==> src/hdl/oant_pkg.sv <==
// Package for the open addressed name table: shared types, codes and defaults.
// Used by the core and its compare-subtract unit.
`timescale 1ns / 1ps
package oant_pkg;

   localparam int unsigned TABLE_SLOTS_DEF = 1013;
   localparam int unsigned NAME_BYTES_DEF  = 32;
   localparam int unsigned PROBE_STEP      = 7;
   localparam int unsigned HASH_W          = 32;

   typedef enum logic [1:0] {
      OP_LOOKUP = 2'd0,
      OP_EXPORT = 2'd1,
      OP_REMOVE = 2'd2
   } op_type;

   typedef enum logic [2:0] {
      ST_OK        = 3'd0,
      ST_NOT_FOUND = 3'd1,
      ST_CONFLICT  = 3'd2,
      ST_FULL      = 3'd3,
      ST_TOO_LONG  = 3'd4
   } status_type;

   typedef enum logic [3:0] {
      S_CLEAR,
      S_IDLE,
      S_MOD,
      S_META_RD,
      S_META_CHK,
      S_NAME_RD,
      S_NAME_CHK,
      S_STEP,
      S_HIT,
      S_FILL,
      S_REMOVE,
      S_DONE
   } state_type;

endpackage

==> src/hdl/oant_csub.sv <==
// Shared compare-subtract unit: reduces a value below twice the slot count
// to below the slot count. Serves the hash reduction and the probe wrap.
`timescale 1ns / 1ps
module oant_csub #(
   parameter int unsigned TABLE_SLOTS = oant_pkg::TABLE_SLOTS_DEF,
   parameter int unsigned SLOT_W      = 10
) (
   input  logic [SLOT_W:0]   operand,
   output logic [SLOT_W-1:0] result
);
   localparam logic [SLOT_W:0] MODULUS = (SLOT_W+1)'(TABLE_SLOTS);

   logic [SLOT_W:0] diff;

   // subtract the modulus once when the operand reaches it
   always_comb begin
      diff = operand - MODULUS;
      if (operand >= MODULUS) begin
         result = diff[SLOT_W-1:0];
      end else begin
         result = operand[SLOT_W-1:0];
      end
   end
endmodule

==> config.mk <==
export PLATFORM = sky130hd
export DESIGN_NAME = oant_csub
export DESIGN_NICKNAME = d
export VERILOG_FILES = /design/src/hdl/oant_pkg.sv /design/src/hdl/oant_csub.sv
export SDC_FILE = /design/constraint.sdc
export NUM_CORES = 1
export LEC_CHECK = 0
export BUFFER_PORTS_ARGS = -buffer_cell sky130_fd_sc_hd__buf_4
export CAP_MARGIN = 20
export CORE_AREA = 2 2 39 41
export DETAILED_ROUTE_END_ITERATION = 12
export DIE_AREA = 0 0 41 43
export SLEW_MARGIN = 20
export SYNTH_ARGS = -nofsm -noshare
export SYNTH_HDL_FRONTEND = slang
export SYNTH_SLANG_ARGS = --single-unit
==> constraint.sdc <==
create_clock -name vclk -period 5.17
set_input_delay 1.2925 -clock vclk [all_inputs]
set_output_delay 1.2925 -clock vclk [all_outputs]
set_load 0.005 [all_outputs]
==> results.sh, run 1 <==
export IMPL_yosysTopAreaCellShare_pct=8.01
export IMPL_synth_distinct_cells=30
export IMPL_fillers=162
export IMPL_holdPathStages=3
export IMPL_final_cell_area_um2=539
export IMPL_die_h_um=43
export IMPL_setup_viol=0
export IMPL_cp_slowest_stage_delay_ns=0.33
export IMPL_instances_no_fill=91
export IMPL_routedWlPerCell_um=10.8
export IMPL_fin_setup_tns_ns=0
export IMPL_ctsResizeCount=0
export IMPL_num_rows=14
export IMPL_overflow=0
export IMPL_postRouteAntennaNets=0
export IMPL_cp_common_cell="buf_4"
export IMPL_synth_nets=72
export IMPL_dieArea_um2=1760
export IMPL_grt_pass1_wl_um=1640
export IMPL_syn_area_um2=390
export IMPL_post_dp_hpwl_um=767
export IMPL_synth_compound_area_share_pct=49.0
export IMPL_synthXorXnorAreaFrac_pct=2.24
export IMPL_relSlewSlack_pct=81.0
export IMPL_synth_area_leaders="a31oi_1 8.0%, ha_1 6.4%, inv_1 5.8%"
export IMPL_crit_family="compound AO/OA/AOI/OAI gates"
export IMPL_routed_wl_um=982
export IMPL_synth_fa_ha_area_share_pct=6.41
export IMPL_via_per_inst=5.26
export IMPL_synth_simple_area_share_pct=23.7
export IMPL_crit_slowest_cell="o31a_1"
export IMPL_worstPathBufferInverterCount=3
export IMPL_syn_avg_cell_area_um2=6.62
export IMPL_ir_worst_vdd_mv=0.0337
export IMPL_cts_setup_buffers=0
export IMPL_grt_max_degree=16
export IMPL_cts_hold_buf=0
export IMPL_firstDrtPassIters=2
export IMPL_cp_cell_sequence="buf_4 -> inv_1 -> ha_1 -> o31a_1 -> or2_4 -> a21oi_4 -> mux2i_1 -> buf_4"
export IMPL_n_clock_buffer=0
export IMPL_regArea_um2=0
export IMPL_cp_arrival_ns=2.73
export IMPL_synth_most_common_cell="inv_1"
export IMPL_portBuffers=21
export IMPL_status="completed"
export IMPL_drive_gt1_share_pct=33.3
export IMPL_hold_violations=0
export IMPL_cp_end_kind="output pin"
export IMPL_leakage_nw=0.258
export IMPL_yosysSeqAreaShare_pct=0
export IMPL_place_area_um2=539
export IMPL_nets=90
export IMPL_period_share_pct=77.7
export IMPL_antenna_cells=0
export IMPL_die_w_um=41
export IMPL_core_um2=1380
export IMPL_seq_cells=0
export IMPL_routabilityCongestion=0.713
export IMPL_grt_antenna_before_repair=0
export IMPL_drcViolationCount=0
export IMPL_cp_required_ns=3.88
export IMPL_fmax_mhz=249
export IMPL_path_depth=8
export IMPL_place_inst=91
export IMPL_ioPinCount=21
export IMPL_cp_max_fo=6
export IMPL_grtUsageTotal_pct=12.2
export IMPL_min_path_type="in -> out"
export IMPL_multi_input_area_um2=339
export IMPL_grt_pass1_vias=405
export IMPL_power_density_nw_per_um2=84.0
export IMPL_drt_iter0_markers=2
export IMPL_synthCells=59
export IMPL_period_needed_ns=4.02
export IMPL_tightest_slew_ns=0.282
export IMPL_drv_cap=0
export IMPL_synth_top_family_by_area="compound AO/OA/AOI/OAI gates"
export IMPL_muxShareOfSynthArea_pct=5.45
export IMPL_vias=479
export IMPL_maxSlewViolCount=0
export IMPL_area_growth_pct=38.1
export IMPL_ys_top_cells_by_count="6 x inv_1, 5 x a31oi_1, 4 x o21ai_0"
export IMPL_startpoint_type="input pin"
export IMPL_rsz0062_at_grt="no"
export IMPL_yosys_warnings=0
export IMPL_initial_core_util_pct=28.2
export IMPL_path_class="in -> out"
export IMPL_fin_util_pct=39.0
export IMPL_synth_top_area_cell="a31oi_1"
## layout make-up
| class | instances | area share, % |
|---|---|---|
| well taps | 16 | 3.71 |
| inverters | 6 | 4.18 |
| repair buffers | 21 | 29.2 |
| multi-input cells | 48 | 62.9 |
## per-stage QoR
stage / power (mW) / worst slack (ns) / hold WS (ns)
global route: 0.0507 / 1.07 / 2.91
floorplan: 0.0245 / 1.43 / 2.65
CTS: 0.0457 / 1.14 / 2.89
detailed placement: 0.0455 / 1.14 / 2.89
global placement: 0.0453 / 1.17 / 2.88
finish: 0.0453 / 1.15 / 2.88
## power by group
part	leakage (nW)	total [mW]	switching (mW)	internal, mW
combinational	0.258	0.0453	0.0208	0.0245
sequential	0	0	0	0
clock	0	0	0	0
total	0.258	0.0453	0.0208	0.0245
## metal layers
metal / part of all wire, % / GRT usage [%] / wire, µm
met1: 48 / 19.0 / 473
met5: 0 / 0 / 0
met4: 0 / 0 / 0
met3: 6.1 / 0 / 60
met2: 46 / 19.4 / 448
## placed cells by master (no fill, tap or decap), drive strengths merged
| master | Yosys | final |
|---|---|---|
| buf | 3 | 21 |
| inv | 6 | 6 |
| a31oi | 5 | 5 |
| o21ai | 4 | 4 |
| o211ai | 3 | 3 |
| o21a | 3 | 3 |
| o22ai | 3 | 3 |
| a21oi | 3 | 3 |
| nor2b | 2 | 2 |
| and3 | 2 | 2 |
| nand2b | 2 | 2 |
| nand2 | 2 | 2 |
| o31a | 2 | 2 |
| a21o | 2 | 2 |
| nor3 | 2 | 2 |
| ha | 2 | 2 |
| a22oi | 1 | 1 |
| nand3 | 1 | 1 |
| a41o | 1 | 1 |
| and2 | 1 | 1 |
| nor4 | 1 | 1 |
| nor2 | 1 | 1 |
| or2 | 1 | 1 |
| mux2i | 1 | 1 |
| xnor2 | 1 | 1 |
| nand4 | 1 | 1 |
| mux2 | 1 | 1 |
## worst paths after layout
| kind | start | end | slack [ns] |
|---|---|---|---|
| setup / recovery | operand[1] | result[1] | 1.15 |
| hold / removal | operand[7] | result[7] | 2.88 |
## cells by family (layout without fill, tap and decap cells)
family / count (synthesis) / count (layout)
simple gates: 16 / 16
mux: 2 / 2
buf+inv: 11 / 27
fa+ha+maj: 2 / 2
xor+xnor: 1 / 1
compound gates: 27 / 27
Power figures use the tool's default switching activity.
==> run 2: changes to the inputs <==
- clock period: 5.17 -> 3.2 ns (I/O delays scaled with it)
==> results.sh, run 2 (same netlist as run 1, synthesis figures left out) <==
export IMPL_leakage_nw=0.258
export IMPL_overflow=0
export IMPL_area_growth_pct=38.1
export IMPL_final_common_cell="buf_4"
export IMPL_grt_max_degree=16
export IMPL_cp_slowest_stage_delay_ns=0.34
export IMPL_relSlewSlack_pct=84.6
export IMPL_routed_wl_um=960
export IMPL_post_dp_hpwl_um=756
export IMPL_final_cell_area_um2=539
export IMPL_fin_setup_tns_ns=0
export IMPL_startpoint_type="input pin"
export IMPL_ioPinCount=21
export IMPL_crit_family="compound AO/OA/AOI/OAI gates"
export IMPL_path_class="in -> out"
export IMPL_hold_violations=0
export IMPL_met3RoutedLength_um=53
export IMPL_worstPathBufferInverterCount=3
export IMPL_min_path_type="in -> out"
export IMPL_maxSlewViolCount=0
export IMPL_top_layer="met3"
export IMPL_multi_input_area_um2=339
export IMPL_cp_max_fo=6
export IMPL_crit_slowest_cell="o31a_1"
export IMPL_grtUsageTotal_pct=12.6
export IMPL_nets=90
export IMPL_place_inst=91
export IMPL_postRouteAntennaNets=0
export IMPL_wl_met2_um=465
export IMPL_antenna_cells=0
export IMPL_power_density_nw_per_um2=136
export IMPL_setup_viol=0
export IMPL_regArea_um2=0
export IMPL_drt_met1_wl_um=442
export IMPL_rsz0062_at_grt="no"
export IMPL_cp_arrival_ns=2.25
export IMPL_die_h_um=43
export IMPL_period_share_pct=95.4
export IMPL_fillers=169
export IMPL_drive_gt1_share_pct=33.3
export IMPL_cts_hold_buf=0
export IMPL_grt_pass1_wl_um=1690
export IMPL_drv_cap=0
export IMPL_status="completed"
export IMPL_seq_cells=0
export IMPL_via_per_inst=5.38
export IMPL_cts_setup_buffers=0
export IMPL_tightest_slew_ns=0.228
export IMPL_cp_common_cell="buf_4"
export IMPL_ir_worst_vdd_mv=0.0415
export IMPL_cp_required_ns=2.40
export IMPL_cp_cell_sequence="buf_4 -> inv_1 -> ha_1 -> o31a_1 -> or2_4 -> a21oi_4 -> mux2i_1 -> buf_4"
export IMPL_core_um2=1380
export IMPL_cp_end_kind="output pin"
export IMPL_hp_start="operand[7]"
export IMPL_instances_no_fill=91
export IMPL_hold_end="result[7]"
export IMPL_fmax_mhz=328
export IMPL_holdPathStages=3
export IMPL_period_needed_ns=3.05
export IMPL_layout_common_cells="21 x buf_4, 6 x inv_1, 5 x a31oi_1, 4 x o21ai_0"
export IMPL_routedWlPerCell_um=10.5
export IMPL_place_area_um2=539
export IMPL_routabilityCongestion=0.746
export IMPL_ctsResizeCount=0
export IMPL_grt_pass1_vias=409
export IMPL_vias=490
export IMPL_drt_iter0_markers=3
export IMPL_firstDrtPassIters=4
export IMPL_portBuffers=21
export IMPL_n_clock_buffer=0
export IMPL_dieArea_um2=1760
export IMPL_setup_ws_ns=0.149
export IMPL_drcViolationCount=0
export IMPL_num_rows=14
export IMPL_die_w_um=41
export IMPL_initial_core_util_pct=28.2
export IMPL_dpl_worst_slack_ns=0.153
export IMPL_grt_antenna_before_repair=0
[run 2: layer usage]
layer / track usage, % / up-vias
met5: 0 / -
li1: - / 258
met2: 20.0 / 11
met4: 0 / 0
met1: 19.6 / 221
met3: 0 / 0
[run 2: layout make-up]
cell class / count / area share (%)
timing repair buffer: 21 / 29.2
multi-input combinational: 48 / 62.9
inverter: 6 / 4.18
tap: 16 / 3.71
[run 2: tightest hold or removal path, stage by stage]
cell and delay (ns):
buf_4 0.10, a31oi_1 0.07, buf_4 0.13
[run 2: worst max path at each step]
stage | from | endpoint | slack (ns) | cells past startpoint
2_1_floorplan | operand[1] | result[1] | 0.44 | 6
3_3_place_gp | operand[1] | result[1] | 0.18 | 8
3_5_place_dp | operand[1] | result[1] | 0.15 | 8
4_1_cts | operand[1] | result[1] | 0.14 | 8
5_1_grt | operand[1] | result[1] | 0.05 | 8
6_report | operand[1] | result[1] | 0.15 | 8
[run 2: power breakdown]
group | switching [mW] | internal (mW) | leakage (nW)
logic | 0.0335 | 0.0396 | 0.258
registers | 0 | 0 | 0
clock network | 0 | 0 | 0
[run 2: metrics by stage]
stage	power [mW]	util (%)	hold slack [ns]
2_1_floorplan	0.0396	-	1.67
3_3_place_gp	0.0731	39.0	1.90
3_5_place_dp	0.0734	39.0	1.90
4_1_cts	0.0738	39.0	1.90
5_1_grt	0.0825	39.0	1.93
6_report	0.0731	39.0	1.90
==> run 3: changes to the inputs <==
==> constraint.sdc (replaced) <==
create_clock -name vclk -period 3.2
set_input_delay 0.8 -clock vclk [all_inputs]
set_output_delay 0.8 -clock vclk [all_outputs]
set_load 0.1 [all_outputs]
==> results.sh, run 3 (same netlist as run 1, synthesis figures left out) <==
export IMPL_status="completed"
export IMPL_die_h_um=43
export IMPL_cp_required_ns=2.40
export IMPL_grtUsageTotal_pct=12.7
export IMPL_dieArea_um2=1760
export IMPL_grt_max_degree=16
export IMPL_n_clock_buffer=0
export IMPL_cp_max_fo=2
export IMPL_firstDrtPassIters=3
export IMPL_min_path_type="in -> out"
export IMPL_layout_common_cells="26 x buf_4, 6 x inv_1, 4 x o21ai_0, 4 x a31oi_1"
export IMPL_top_layer="met3"
export IMPL_die_w_um=41
export IMPL_place_inst=98
export IMPL_fin_setup_tns_ns=0
export IMPL_ctsResizeCount=0
export IMPL_final_common_cell="buf_4"
export IMPL_leakage_nw=0.304
export IMPL_cts_setup_buffers=0
export IMPL_drive_gt1_share_pct=48.8
export IMPL_multi_input_area_um2=383
export IMPL_timing_hold_ws_ns=2.01
export IMPL_startpoint_type="input pin"
export IMPL_fillers=151
export IMPL_overflow=0
export IMPL_path_class="in -> out"
export IMPL_vias=512
export IMPL_ioPinCount=21
export IMPL_power_density_nw_per_um2=265
export IMPL_routed_wl_um=1070
export IMPL_period_needed_ns=3.13
export IMPL_wl_met2_um=467
export IMPL_antenna_cells=0
export IMPL_final_cell_area_um2=643
export IMPL_portBuffers=21
export IMPL_drt_iter0_markers=3
export IMPL_cts_hold_buf=0
export IMPL_num_rows=14
export IMPL_core_um2=1380
export IMPL_fmax_mhz=319
export IMPL_drv_cap=0
export IMPL_drcViolationCount=0
export IMPL_drt_met1_wl_um=565
export IMPL_cp_end_kind="output pin"
export IMPL_postRouteAntennaNets=0
export IMPL_met3RoutedLength_um=42
export IMPL_place_area_um2=636
export IMPL_via_per_inst=5.22
export IMPL_maxSlewViolCount=0
export IMPL_ir_worst_vdd_mv=0.102
export IMPL_hold_violations=0
export IMPL_routabilityCongestion=0.752
export IMPL_setup_viol=0
export IMPL_instances_no_fill=98
export IMPL_routedWlPerCell_um=11.0
export IMPL_period_share_pct=97.9
export IMPL_grt_pass1_vias=418
export IMPL_post_dp_hpwl_um=827
export IMPL_initial_core_util_pct=28.2
export IMPL_rsz0062_at_grt="no"
export IMPL_grt_antenna_before_repair=0
export IMPL_nets=97
export IMPL_grt_pass1_wl_um=1700
export IMPL_tightest_slew_ns=0.278
export IMPL_area_growth_pct=64.7
export IMPL_fin_util_pct=46.5
export IMPL_seq_cells=0
export IMPL_cp_arrival_ns=2.33
export IMPL_relSlewSlack_pct=81.6
export IMPL_regArea_um2=0
## run 3: path summary, 6_finish.rpt
| path | from | end | slack [ns] | cells past startpoint |
|---|---|---|---|---|
| hold / removal | operand[7] | result[7] | 2.01 | 3 |
| setup / recovery | operand[1] | result[1] | 0.07 | 8 |
## run 3: layout make-up
class	count	area share, %
multi-input cells	48	59.5
inverters	6	3.50
well taps	16	3.11
repair buffers	28	33.9
## run 3: through the flow
step	power (mW)	worst slack (ns)
6_report	0.171	0.0683
5_1_grt	0.180	0.000510
4_1_cts	0.169	0.0415
3_5_place_dp	0.169	0.0526
3_3_place_gp	0.169	0.0647
2_1_floorplan	0.127	-0.476
## run 3: routing by layer
metal / track usage [%] / vias up
met4: 0 / 0
met5: 0 / -
met1: 19.3 / 231
met2: 20.6 / 12
met3: 0 / 0
li1: - / 269
## run 3: worst max-delay path, stage by stage
cell and delay, ns:
buf_4 0.09, inv_1 0.04, ha_1 0.19, o31a_1 0.31, or2_4 0.24, a21oi_4 0.14, mux2i_2 0.21, buf_4 0.31
## run 3: power by group
group / total (mW) / internal (mW) / switching [mW]
clock network: 0 / 0 / 0
registers: 0 / 0 / 0
logic: 0.171 / 0.0519 / 0.119
